[src/hdl/jtt_pkg.sv]
`timescale 1ns / 1ps

package jtt_pkg;

    localparam int POSITION_BITS_DEFAULT = 24;
    localparam int OUT_POS_W = 24;
    localparam int QUEUE_DEPTH = 4;

    localparam logic [2:0] MODE_IDLE = 3'd0;
    localparam logic [2:0] MODE_STR  = 3'd1;
    localparam logic [2:0] MODE_ESC  = 3'd2;
    localparam logic [2:0] MODE_NUM  = 3'd3;
    localparam logic [2:0] MODE_WORD = 3'd4;
    localparam logic [2:0] MODE_ERR  = 3'd5;

    localparam logic [1:0] EV_CONTENT = 2'd0;
    localparam logic [1:0] EV_TOKEN   = 2'd1;
    localparam logic [1:0] EV_ERROR   = 2'd2;
    localparam logic [1:0] EV_DONE    = 2'd3;

    localparam logic [3:0] KIND_STRING   = 4'd0;
    localparam logic [3:0] KIND_FLOAT    = 4'd1;
    localparam logic [3:0] KIND_NULL     = 4'd2;
    localparam logic [3:0] KIND_COMMA    = 4'd3;
    localparam logic [3:0] KIND_LBRACE   = 4'd4;
    localparam logic [3:0] KIND_RBRACE   = 4'd5;
    localparam logic [3:0] KIND_LBRACKET = 4'd6;
    localparam logic [3:0] KIND_RBRACKET = 4'd7;
    localparam logic [3:0] KIND_COLON    = 4'd8;
    localparam logic [3:0] KIND_INTEGER  = 4'd9;
    localparam logic [3:0] KIND_BOOL     = 4'd10;

    localparam logic [2:0] ERR_BAD_ESC       = 3'd0;
    localparam logic [2:0] ERR_UNTERMINATED  = 3'd1;
    localparam logic [2:0] ERR_TRAILING_DOT  = 3'd2;
    localparam logic [2:0] ERR_UNKNOWN_WORD  = 3'd3;
    localparam logic [2:0] ERR_UNKNOWN_BYTE  = 3'd4;

    localparam logic [7:0] CH_QUOTE     = 8'h22;
    localparam logic [7:0] CH_BACKSLASH = 8'h5C;
    localparam logic [7:0] CH_COMMA     = 8'h2C;
    localparam logic [7:0] CH_LBRACE    = 8'h7B;
    localparam logic [7:0] CH_RBRACE    = 8'h7D;
    localparam logic [7:0] CH_LBRACKET  = 8'h5B;
    localparam logic [7:0] CH_RBRACKET  = 8'h5D;
    localparam logic [7:0] CH_COLON     = 8'h3A;
    localparam logic [7:0] CH_NEWLINE   = 8'h0A;
    localparam logic [7:0] CH_RETURN    = 8'h0D;
    localparam logic [7:0] CH_TAB       = 8'h09;
    localparam logic [7:0] CH_BACKSPACE = 8'h08;
    localparam logic [7:0] CH_SPACE     = 8'h20;
    localparam logic [7:0] CH_DOT       = 8'h2E;
    localparam logic [7:0] CH_ZERO      = 8'h30;
    localparam logic [7:0] CH_NINE      = 8'h39;
    localparam logic [7:0] CH_LOWER_A   = 8'h61;
    localparam logic [7:0] CH_LOWER_Z   = 8'h7A;
    localparam logic [7:0] CH_LOWER_N   = 8'h6E;
    localparam logic [7:0] CH_LOWER_R   = 8'h72;
    localparam logic [7:0] CH_LOWER_T   = 8'h74;
    localparam logic [7:0] CH_LOWER_B   = 8'h62;
    localparam logic [7:0] CH_LOWER_U   = 8'h75;
    localparam logic [7:0] CASE_BIT     = 8'h20;

    localparam logic [39:0] KW_TRUE  = 40'h0074727565;
    localparam logic [39:0] KW_NULL  = 40'h006E756C6C;
    localparam logic [39:0] KW_FALSE = 40'h66616C7365;

    typedef struct packed {
        logic [1:0]           ev;
        logic [3:0]           kind;
        logic [7:0]           data;
        logic [2:0]           err;
        logic [OUT_POS_W-1:0] line;
        logic [OUT_POS_W-1:0] col;
    } result_t;

    typedef struct packed {
        result_t res;
        logic    last;
    } entry_t;

    function automatic result_t make_result(
        input logic [1:0]           ev,
        input logic [3:0]           kind,
        input logic [7:0]           data,
        input logic [2:0]           err,
        input logic [OUT_POS_W-1:0] line,
        input logic [OUT_POS_W-1:0] col
    );
        result_t r;
        r.ev   = ev;
        r.kind = kind;
        r.data = data;
        r.err  = err;
        r.line = line;
        r.col  = col;
        return r;
    endfunction

    function automatic logic is_digit(input logic [7:0] b);
        return (b >= CH_ZERO) && (b <= CH_NINE);
    endfunction

    function automatic logic is_letter(input logic [7:0] b);
        logic [7:0] l;
        l = b | CASE_BIT;
        return (l >= CH_LOWER_A) && (l <= CH_LOWER_Z);
    endfunction

endpackage

[src/hdl/json_text_tokenizer.sv]
`timescale 1ns / 1ps

// channel  | valid     | stall     | payload
// ---------+-----------+-----------+------------------------------------------------
// input    | in_valid  | in_stall  | text_byte, end_of_text
// output   | out_valid | out_stall | event_res, token_kind, data_byte, error_code,
//          |           |           | line_number, column, last
//
// one byte per cycle while each byte yields at most one event and out_stall stays low;
// after a byte that yields two or three events, the next byte waits in the input
// register while the result queue drains, one event per cycle unless out_stall is high
// an accepted byte passes through the input register and then the result queue before its first event shows
// rst_n is asynchronous; no clearing pass, the block takes bytes right after reset
// in_stall rises when the input register holds a byte and the queue has more than
// one event waiting

module json_text_tokenizer
    import jtt_pkg::*;
#(
    parameter int POSITION_BITS = POSITION_BITS_DEFAULT
)
(
    input  logic                 clk,
    input  logic                 rst_n,
    input  logic                 in_valid,
    output logic                 in_stall,
    input  logic [7:0]           text_byte,
    input  logic                 end_of_text,
    output logic                 out_valid,
    input  logic                 out_stall,
    output logic [1:0]           event_res,
    output logic [3:0]           token_kind,
    output logic [7:0]           data_byte,
    output logic [2:0]           error_code,
    output logic [OUT_POS_W-1:0] line_number,
    output logic [OUT_POS_W-1:0] column,
    output logic                 last
);

    localparam int EXT_W = (POSITION_BITS > OUT_POS_W) ? POSITION_BITS : OUT_POS_W;
    localparam int QPTR_W = $clog2(QUEUE_DEPTH);
    localparam int QCNT_W = $clog2(QUEUE_DEPTH + 1);
    localparam logic [POSITION_BITS-1:0] POS_MAX = {POSITION_BITS{1'b1}};

    function automatic logic [OUT_POS_W-1:0] to_out(input logic [POSITION_BITS-1:0] p);
        logic [EXT_W-1:0] e;
        e = EXT_W'(p);
        return e[OUT_POS_W-1:0];
    endfunction

    logic                     in_full_reg;
    logic [7:0]               in_byte_reg;
    logic                     in_eot_reg;

    logic [2:0]               mode_reg,    mode_next;
    logic                     seen_reg,    seen_next;
    logic                     dot_reg,     dot_next;
    logic [39:0]              letters_reg, letters_next;
    logic [2:0]               len_reg,     len_next;
    logic                     long_reg,    long_next;
    logic [POSITION_BITS-1:0] wstart_reg,  wstart_next;
    logic [POSITION_BITS-1:0] line_reg,    line_next;
    logic [POSITION_BITS-1:0] col_reg,     col_next;

    result_t                  res_next [3];
    logic [1:0]               res_cnt;

    entry_t                   queue_reg [QUEUE_DEPTH];
    logic [QPTR_W-1:0]        wr_ptr_reg;
    logic [QPTR_W-1:0]        rd_ptr_reg;
    logic [QCNT_W-1:0]        count_reg;

    logic                     proc;
    logic                     pop;

    assign proc     = in_full_reg && (count_reg <= QCNT_W'(QUEUE_DEPTH - 3));
    assign in_stall = in_full_reg && !proc;
    assign out_valid = (count_reg != '0);
    assign pop      = out_valid && !out_stall;

    always_ff @(posedge clk or negedge rst_n)
    begin
        if (!rst_n)
        begin
            in_full_reg <= 1'b0;
        end
        else if (in_valid && !in_stall)
        begin
            in_full_reg <= 1'b1;
        end
        else if (proc)
        begin
            in_full_reg <= 1'b0;
        end
    end

    always_ff @(posedge clk)
    begin
        if (in_valid && !in_stall)
        begin
            in_byte_reg <= text_byte;
            in_eot_reg  <= end_of_text;
        end
    end

    always_comb
    begin
        logic [7:0]               b;
        logic [POSITION_BITS-1:0] col;
        logic [OUT_POS_W-1:0]     line_o;
        logic                     to_idle;
        logic                     newline;
        logic                     esc_ok;
        logic                     esc_u;
        logic [7:0]               esc_val;

        b       = in_byte_reg;
        col     = col_reg;
        line_o  = to_out(line_reg);
        to_idle = 1'b0;
        newline = 1'b0;
        esc_ok  = 1'b1;
        esc_u   = 1'b0;
        esc_val = 8'd0;
        res_cnt = 2'd0;
        for (int i = 0; i < 3; i++)
        begin
            res_next[i] = '0;
        end

        mode_next    = mode_reg;
        seen_next    = seen_reg;
        dot_next     = dot_reg;
        letters_next = letters_reg;
        len_next     = len_reg;
        long_next    = long_reg;
        wstart_next  = wstart_reg;
        line_next    = line_reg;
        col_next     = col_reg;

        unique case (b)
            CH_LOWER_N:   esc_val = CH_NEWLINE;
            CH_LOWER_R:   esc_val = CH_RETURN;
            CH_LOWER_T:   esc_val = CH_TAB;
            CH_LOWER_B:   esc_val = CH_BACKSPACE;
            CH_BACKSLASH: esc_val = CH_BACKSLASH;
            CH_QUOTE:     esc_val = CH_QUOTE;
            CH_LOWER_U:   esc_u   = 1'b1;
            default:      esc_ok  = 1'b0;
        endcase

        unique case (mode_reg)
            MODE_ERR:
            begin
            end
            MODE_STR:
            begin
                if (b == CH_QUOTE)
                begin
                    res_next[res_cnt] = make_result(EV_TOKEN, KIND_STRING, 8'd0, 3'd0,
                                                    '0, '0);
                    res_cnt = res_cnt + 2'd1;
                    mode_next = MODE_IDLE;
                end
                else if (in_eot_reg)
                begin
                    res_next[res_cnt] = make_result(EV_ERROR, 4'd0, 8'd0,
                                                    ERR_UNTERMINATED, line_o, to_out(col));
                    res_cnt = res_cnt + 2'd1;
                    mode_next = MODE_ERR;
                end
                else if (b == CH_BACKSLASH)
                begin
                    mode_next = MODE_ESC;
                end
                else
                begin
                    res_next[res_cnt] = make_result(EV_CONTENT, 4'd0, b, 3'd0, '0, '0);
                    res_cnt = res_cnt + 2'd1;
                end
            end
            MODE_ESC:
            begin
                if (!esc_ok)
                begin
                    res_next[res_cnt] = make_result(EV_ERROR, 4'd0, 8'd0, ERR_BAD_ESC,
                                                    line_o, to_out(col));
                    res_cnt = res_cnt + 2'd1;
                    mode_next = MODE_ERR;
                end
                else if (in_eot_reg)
                begin
                    res_next[res_cnt] = make_result(EV_ERROR, 4'd0, 8'd0,
                                                    ERR_UNTERMINATED, line_o, to_out(col));
                    res_cnt = res_cnt + 2'd1;
                    mode_next = MODE_ERR;
                end
                else
                begin
                    if (esc_u)
                    begin
                        res_next[res_cnt] = make_result(EV_CONTENT, 4'd0, CH_BACKSLASH,
                                                        3'd0, '0, '0);
                        res_cnt = res_cnt + 2'd1;
                        res_next[res_cnt] = make_result(EV_CONTENT, 4'd0, CH_LOWER_U,
                                                        3'd0, '0, '0);
                        res_cnt = res_cnt + 2'd1;
                    end
                    else
                    begin
                        res_next[res_cnt] = make_result(EV_CONTENT, 4'd0, esc_val,
                                                        3'd0, '0, '0);
                        res_cnt = res_cnt + 2'd1;
                    end
                    mode_next = MODE_STR;
                end
            end
            MODE_NUM:
            begin
                if (is_digit(b))
                begin
                    dot_next = 1'b0;
                end
                else if (b == CH_DOT && !seen_next)
                begin
                    seen_next = 1'b1;
                    dot_next  = 1'b1;
                end
                else
                begin
                    if (dot_next)
                    begin
                        res_next[res_cnt] = make_result(EV_ERROR, 4'd0, 8'd0,
                                                        ERR_TRAILING_DOT, line_o, to_out(col));
                        res_cnt = res_cnt + 2'd1;
                        mode_next = MODE_ERR;
                    end
                    else
                    begin
                        res_next[res_cnt] = make_result(EV_TOKEN,
                                                        seen_next ? KIND_FLOAT : KIND_INTEGER,
                                                        8'd0, 3'd0, '0, '0);
                        res_cnt = res_cnt + 2'd1;
                        mode_next = MODE_IDLE;
                        to_idle   = 1'b1;
                    end
                end
            end
            MODE_WORD:
            begin
                if (is_letter(b))
                begin
                    if (len_next >= 3'd5)
                    begin
                        long_next = 1'b1;
                    end
                    else
                    begin
                        letters_next = {letters_next[31:0], b};
                        len_next     = len_next + 3'd1;
                    end
                end
                else
                begin
                    if (!long_next && len_next == 3'd4 && letters_next == KW_TRUE)
                    begin
                        res_next[res_cnt] = make_result(EV_TOKEN, KIND_BOOL, 8'd1, 3'd0,
                                                        '0, '0);
                        res_cnt = res_cnt + 2'd1;
                        mode_next = MODE_IDLE;
                        to_idle   = 1'b1;
                    end
                    else if (!long_next && len_next == 3'd5 && letters_next == KW_FALSE)
                    begin
                        res_next[res_cnt] = make_result(EV_TOKEN, KIND_BOOL, 8'd0, 3'd0,
                                                        '0, '0);
                        res_cnt = res_cnt + 2'd1;
                        mode_next = MODE_IDLE;
                        to_idle   = 1'b1;
                    end
                    else if (!long_next && len_next == 3'd4 && letters_next == KW_NULL)
                    begin
                        res_next[res_cnt] = make_result(EV_TOKEN, KIND_NULL, 8'd0, 3'd0,
                                                        '0, '0);
                        res_cnt = res_cnt + 2'd1;
                        mode_next = MODE_IDLE;
                        to_idle   = 1'b1;
                    end
                    else
                    begin
                        res_next[res_cnt] = make_result(EV_ERROR, 4'd0, 8'd0,
                                                        ERR_UNKNOWN_WORD, line_o,
                                                        to_out(wstart_next));
                        res_cnt = res_cnt + 2'd1;
                        mode_next = MODE_ERR;
                    end
                end
            end
            default:
            begin
                mode_next = MODE_IDLE;
                to_idle   = 1'b1;
            end
        endcase

        if (to_idle)
        begin
            case (b)
                CH_QUOTE:
                begin
                    mode_next = MODE_STR;
                end
                CH_COMMA, CH_LBRACE, CH_RBRACE, CH_LBRACKET, CH_RBRACKET, CH_COLON:
                begin
                    res_next[res_cnt].ev = EV_TOKEN;
                    case (b)
                        CH_COMMA:    res_next[res_cnt].kind = KIND_COMMA;
                        CH_LBRACE:   res_next[res_cnt].kind = KIND_LBRACE;
                        CH_RBRACE:   res_next[res_cnt].kind = KIND_RBRACE;
                        CH_LBRACKET: res_next[res_cnt].kind = KIND_LBRACKET;
                        CH_RBRACKET: res_next[res_cnt].kind = KIND_RBRACKET;
                        default:     res_next[res_cnt].kind = KIND_COLON;
                    endcase
                    res_cnt = res_cnt + 2'd1;
                end
                CH_NEWLINE:
                begin
                    newline = 1'b1;
                end
                CH_SPACE, CH_TAB, CH_RETURN:
                begin
                end
                default:
                begin
                    if (is_digit(b))
                    begin
                        mode_next = MODE_NUM;
                        seen_next = 1'b0;
                        dot_next  = 1'b0;
                    end
                    else if (is_letter(b))
                    begin
                        mode_next    = MODE_WORD;
                        letters_next = {32'd0, b};
                        len_next     = 3'd1;
                        long_next    = 1'b0;
                        wstart_next  = col;
                    end
                    else
                    begin
                        res_next[res_cnt] = make_result(EV_ERROR, 4'd0, 8'd0,
                                                        ERR_UNKNOWN_BYTE, line_o, to_out(col));
                        res_cnt = res_cnt + 2'd1;
                        mode_next = MODE_ERR;
                    end
                end
            endcase
        end

        if (in_eot_reg)
        begin
            if (mode_next == MODE_NUM)
            begin
                if (dot_next)
                begin
                    res_next[res_cnt] = make_result(EV_ERROR, 4'd0, 8'd0,
                                                    ERR_TRAILING_DOT, line_o, to_out(col));
                end
                else
                begin
                    res_next[res_cnt] = make_result(EV_TOKEN,
                                                    seen_next ? KIND_FLOAT : KIND_INTEGER,
                                                    8'd0, 3'd0, '0, '0);
                end
                res_cnt = res_cnt + 2'd1;
            end
            else if (mode_next == MODE_WORD)
            begin
                if (!long_next && len_next == 3'd4 && letters_next == KW_TRUE)
                begin
                    res_next[res_cnt] = make_result(EV_TOKEN, KIND_BOOL, 8'd1, 3'd0,
                                                    '0, '0);
                end
                else if (!long_next && len_next == 3'd5 && letters_next == KW_FALSE)
                begin
                    res_next[res_cnt] = make_result(EV_TOKEN, KIND_BOOL, 8'd0, 3'd0,
                                                    '0, '0);
                end
                else if (!long_next && len_next == 3'd4 && letters_next == KW_NULL)
                begin
                    res_next[res_cnt] = make_result(EV_TOKEN, KIND_NULL, 8'd0, 3'd0,
                                                    '0, '0);
                end
                else
                begin
                    res_next[res_cnt] = make_result(EV_ERROR, 4'd0, 8'd0,
                                                    ERR_UNKNOWN_WORD, line_o,
                                                    to_out(wstart_next));
                end
                res_cnt = res_cnt + 2'd1;
            end
            else if (mode_next == MODE_STR || mode_next == MODE_ESC)
            begin
                res_next[res_cnt] = make_result(EV_ERROR, 4'd0, 8'd0, ERR_UNTERMINATED,
                                                line_o, to_out(col));
                res_cnt = res_cnt + 2'd1;
            end
            res_next[res_cnt] = make_result(EV_DONE, 4'd0, 8'd0, 3'd0, '0, '0);
            res_cnt = res_cnt + 2'd1;

            mode_next    = MODE_IDLE;
            seen_next    = 1'b0;
            dot_next     = 1'b0;
            letters_next = '0;
            len_next     = 3'd0;
            long_next    = 1'b0;
            wstart_next  = '0;
            line_next    = POSITION_BITS'(1);
            col_next     = '0;
        end
        else if (newline)
        begin
            if (line_reg != POS_MAX)
            begin
                line_next = line_reg + POSITION_BITS'(1);
            end
            col_next = '0;
        end
        else if (mode_next != MODE_ERR)
        begin
            if (col_reg != POS_MAX)
            begin
                col_next = col_reg + POSITION_BITS'(1);
            end
        end
    end

    always_ff @(posedge clk or negedge rst_n)
    begin
        if (!rst_n)
        begin
            mode_reg    <= MODE_IDLE;
            seen_reg    <= 1'b0;
            dot_reg     <= 1'b0;
            letters_reg <= '0;
            len_reg     <= 3'd0;
            long_reg    <= 1'b0;
            wstart_reg  <= '0;
            line_reg    <= POSITION_BITS'(1);
            col_reg     <= '0;
        end
        else if (proc)
        begin
            mode_reg    <= mode_next;
            seen_reg    <= seen_next;
            dot_reg     <= dot_next;
            letters_reg <= letters_next;
            len_reg     <= len_next;
            long_reg    <= long_next;
            wstart_reg  <= wstart_next;
            line_reg    <= line_next;
            col_reg     <= col_next;
        end
    end

    // result queue, up to three writes per transaction
    always_ff @(posedge clk)
    begin
        if (proc)
        begin
            for (int i = 0; i < 3; i++)
            begin
                if (2'(i) < res_cnt)
                begin
                    queue_reg[wr_ptr_reg + QPTR_W'(i)].res  <= res_next[i];
                    queue_reg[wr_ptr_reg + QPTR_W'(i)].last <= (2'(i) == res_cnt - 2'd1);
                end
            end
        end
    end

    always_ff @(posedge clk or negedge rst_n)
    begin
        if (!rst_n)
        begin
            wr_ptr_reg <= '0;
            rd_ptr_reg <= '0;
            count_reg  <= '0;
        end
        else
        begin
            if (proc)
            begin
                wr_ptr_reg <= wr_ptr_reg + QPTR_W'(res_cnt);
            end
            if (pop)
            begin
                rd_ptr_reg <= rd_ptr_reg + QPTR_W'(1);
            end
            count_reg <= count_reg + (proc ? QCNT_W'(res_cnt) : QCNT_W'(0))
                         - (pop ? QCNT_W'(1) : QCNT_W'(0));
        end
    end

    assign event_res   = queue_reg[rd_ptr_reg].res.ev;
    assign token_kind  = queue_reg[rd_ptr_reg].res.kind;
    assign data_byte   = queue_reg[rd_ptr_reg].res.data;
    assign error_code  = queue_reg[rd_ptr_reg].res.err;
    assign line_number = queue_reg[rd_ptr_reg].res.line;
    assign column      = queue_reg[rd_ptr_reg].res.col;
    assign last        = queue_reg[rd_ptr_reg].last;

    a_queue_bound: assert property (@(posedge clk) disable iff (!rst_n)
        count_reg <= QCNT_W'(QUEUE_DEPTH))
        else $error("result queue overflow");

    a_input_held: assert property (@(posedge clk) disable iff (!rst_n)
        in_full_reg && !proc |=> in_full_reg && $stable(in_byte_reg))
        else $error("held input byte lost");

    a_text_end_resets: assert property (@(posedge clk) disable iff (!rst_n)
        proc && in_eot_reg |=> mode_reg == MODE_IDLE && line_reg == POSITION_BITS'(1)
                               && col_reg == '0)
        else $error("state not cleared after end of text");

    a_done_is_last: assert property (@(posedge clk) disable iff (!rst_n)
        out_valid && event_res == EV_DONE |-> last)
        else $error("text done event not marked last");

endmodule
[config.mk]
export PLATFORM = sky130hd
export DESIGN_NAME = json_text_tokenizer
export DESIGN_NICKNAME = d
export VERILOG_FILES = /design/src/hdl/jtt_pkg.sv /design/src/hdl/json_text_tokenizer.sv
export SDC_FILE = /design/constraint.sdc
export NUM_CORES = 1
export LEC_CHECK = 0
export ABC_CLOCK_PERIOD_IN_PS = 11940
export BUFFER_PORTS_ARGS = -buffer_cell sky130_fd_sc_hd__buf_4
export CAP_MARGIN = 25
export CORE_MARGIN = 2
export CORE_UTILIZATION = 25
export DETAILED_ROUTE_END_ITERATION = 12
export HOLD_SLACK_MARGIN = 0.12
export PLACE_DENSITY = 0.47
export SETUP_SLACK_MARGIN = 0.4
export SLEW_MARGIN = 10
export SYNTH_ARGS = -nofsm -noshare
export SYNTH_HDL_FRONTEND = slang
export SYNTH_SLANG_ARGS = --single-unit
export TNS_END_PERCENT = 10
[constraint.sdc]
create_clock -name clk -period 11.94 [get_ports clk]
set_input_delay 1.194 -clock clk [delete_from_list [all_inputs] [get_ports clk]]
set_output_delay 1.194 -clock clk [all_outputs]
set_load 0.02 [all_outputs]
==> reports/metrics.cfg <==
[status]
status = finished clean

[final_layout]
mostFrequentLayoutCell = nand2_1
final_cell_mix = 326 x nand2_1, 273 x edfxtp_1, 187 x nor2_1
syn_to_final_growth_pct = 12.9
largest_register_ffs = 264
postLayoutCellArea_um2 = 28600
num_antenna_cells = 0
nets = 2499
drive_above_1_share = 0.149

[sta]
setup_violations = 0
relSlewSlack = 0.300
hold_viol = 0
period_minus_slack_ns = 7.79
slew_viol_final = 0
max_freq_mhz = 128
worst_pin_slew_ns = 1.05
rsz0062_at_grt = false
tns_ns = 0
finClkSkew_ns = 0.0271
min_period_over_period = 0.653
layout_setup_ws_ns = 4.15

[setup_path]
critPathLaunchType = flop
cp-end-kind = flop
r2r-start = in_byte_reg[3]
cp.arrival_ns = 8.23
crit_fanout = 30
crit_start = in_byte_reg[3]
crit_type = flop to flop
worst_ep_required_time_ns = 12.37
ff2ff_path_depth = 19

[cts]
ctsRootBufferMaster = clkbuf_16
cts_buffer_depth = 3
cts_sinks = 402
cts_made_buffers = 46
cts_repair_resize_count = 0
htreeDepth = 2
clk_latency_ns = 0.62
tritoncts = built
post_cts_buffers = 0
cts.reportedPaths.clkPinSlew_ns = 0.06
ctsHoldBuffers = 0

[grt]
overflow = 0
grt_pass1_vias = 21130
grt_usage = 0.172
antenna_found_initial = 0
grt_pass1_wl_mm = 137
grt_max_degree = 55

[drt]
final_antenna_net_count = 0
wl_per_cell_um = 23.4
routed_wl_mm = 90.4
drt_iter0_drc = 2482
dr.pass1.iters = 6
viasPerCell = 5.49
vias = 21183
drc = 0

[logic_synthesis]
avgSynthCellArea_um2 = 10.1
synth_top_area_frac = 0.323
yosysWarnings = 0
synth_area_leader_cell = edfxtp_1
synth_area_leaders = edfxtp_1 32%, dfrtp_1 13%, mux4_2 5.9%, nand2_1 4.8%, o21ai_0 2.9%
ys_seq_area_frac = 0.451
synth_top_flop_cell = edfxtp_1
synth_cells = 2503
syn_nets = 2535
ys_ff_latch = 402
synthesis.area_um2 = 25400
synth-edff-count = 273
ys_async_sr_fraction = 0.321
synth_cell_types = 129

[worst_hold_path]
hold_class = input pin to async pin

[floorplan]
ioPinCount = 81
initial_utilization = 0.253
die_area_um2 = 104000
chipHeight_um = 322
core_area_um2 = 100000
die_x_um = 322
placementRows = 116

[power_and_ir_drop]
p_leak_uw = 0.00962
p_per_area_nw_per_um2 = 288
peakVddDrop_mv = 0.263

[placement]
post_dp_cell_area_um2 = 27100
gp_congestion = 0.925
hpwl_mm = 62.3
portBuffers = 80
post-place-ws_ns = 4.32

[job]
drv_cap = 0

[layout make-up]
type,instances,area (µm²)
Clock inverter,21,154
Clock buffer,64,1300
Sequential cell,402,11400
Inverter,35,134
Timing Repair Buffer,132,997
Fill cell,10381,71700
Tap cell,1357,1700
Multi-Input combinational cell,1850,12900
[metrics by stage]
step / util / total power [µW] / hold WS (ns) / std cells
3_3_place_gp: 0.270 / 6860 / 0.483 / 3771
6_report: 0.285 / 8250 / 0.499 / 3861
3_5_place_dp: 0.271 / 6900 / 0.495 / 3773
5_1_grt: 0.285 / 8720 / 0.507 / 3861
4_1_cts: 0.285 / 8300 / 0.487 / 3858
2_1_floorplan: - / 5340 / 0.471 / 2503
[where the power goes]
part | leakage (µW) | switching [µW] | internal, µW | total [µW]
Combinational | 0.00448 | 3140 | 1450 | 4580
Clock | 0.000704 | 606 | 768 | 1370
Sequential | 0.00443 | 276 | 2010 | 2290
[logic make-up (layout without fill, tap and decap cells)]
family	Yosys count	after routing	synth area share
adders and majority gates	19	19	0.00967
AOI/OAI and AO/OA	791	791	0.229
and+or+nand+nor	899	899	0.180
buffers and inverters	251	252	0.0429
DFF	402	402	0.451
muxes	107	107	0.0751
xor gates and xnor gates	34	34	0.0120
[metal layers]
| layer | global-route usage | vias to the layer above | share of wire |
|---|---|---|---|
| met2 | 0.291 | 825 | 0.48 |
| met5 | 0 | - | 0 |
| li1 | - | 9554 | - |
| met4 | 0.0514 | 0 | 0.027 |
| met3 | 0.0247 | 137 | 0.059 |
| met1 | 0.226 | 10667 | 0.43 |
[synthesized netlist by cell type, drive strengths merged (20+ instances only)]
cell type	n
inv	33
a22oi	93
nor2	195
o22ai	32
buf	71
and3	24
clkbuf	145
nor3	29
nor2b	87
nand2	332
o21ai	161
nand3	46
o221ai	31
a21o	35
edfxtp	273
o22a	20
nand4	46
mux4	66
dfrtp	128
a21oi	136
or3	20
o211ai	74
mux2i	35
[path summary, 6_finish.rpt]
| path | endpoint | slack [ns] |
|---|---|---|
| max | queue_reg[2][13] | 4.15 |
| min | col_reg[18] | 0.50 |
| max reg2reg | queue_reg[2][13] | 4.15 |
| min reg2reg | count_reg[0] | 0.50 |
| max in group asynchronous | letters_reg[3] | 10.33 |
| min in group clk | count_reg[0] | 0.50 |
[critical path, cell delays in order (launching register included)]
cell	delay, ns
edfxtp_1	0.94
inv_1	0.27
or3_1	0.44
nor3_1	0.42
a31oi_1	0.15
a221oi_1	0.54
ha_1	0.35
inv_1	0.09
a2111oi_4	0.07
nor2_1	0.23
ha_1	0.21
buf_4	0.38
clkinv_1	0.88
o31ai_1	0.93
buf_4	0.34
a21oi_1	0.09
o22ai_1	0.50
nand3_1	0.33
a31o_2	0.31
o211ai_1	0.08
Power figures use the tool's default switching activity.
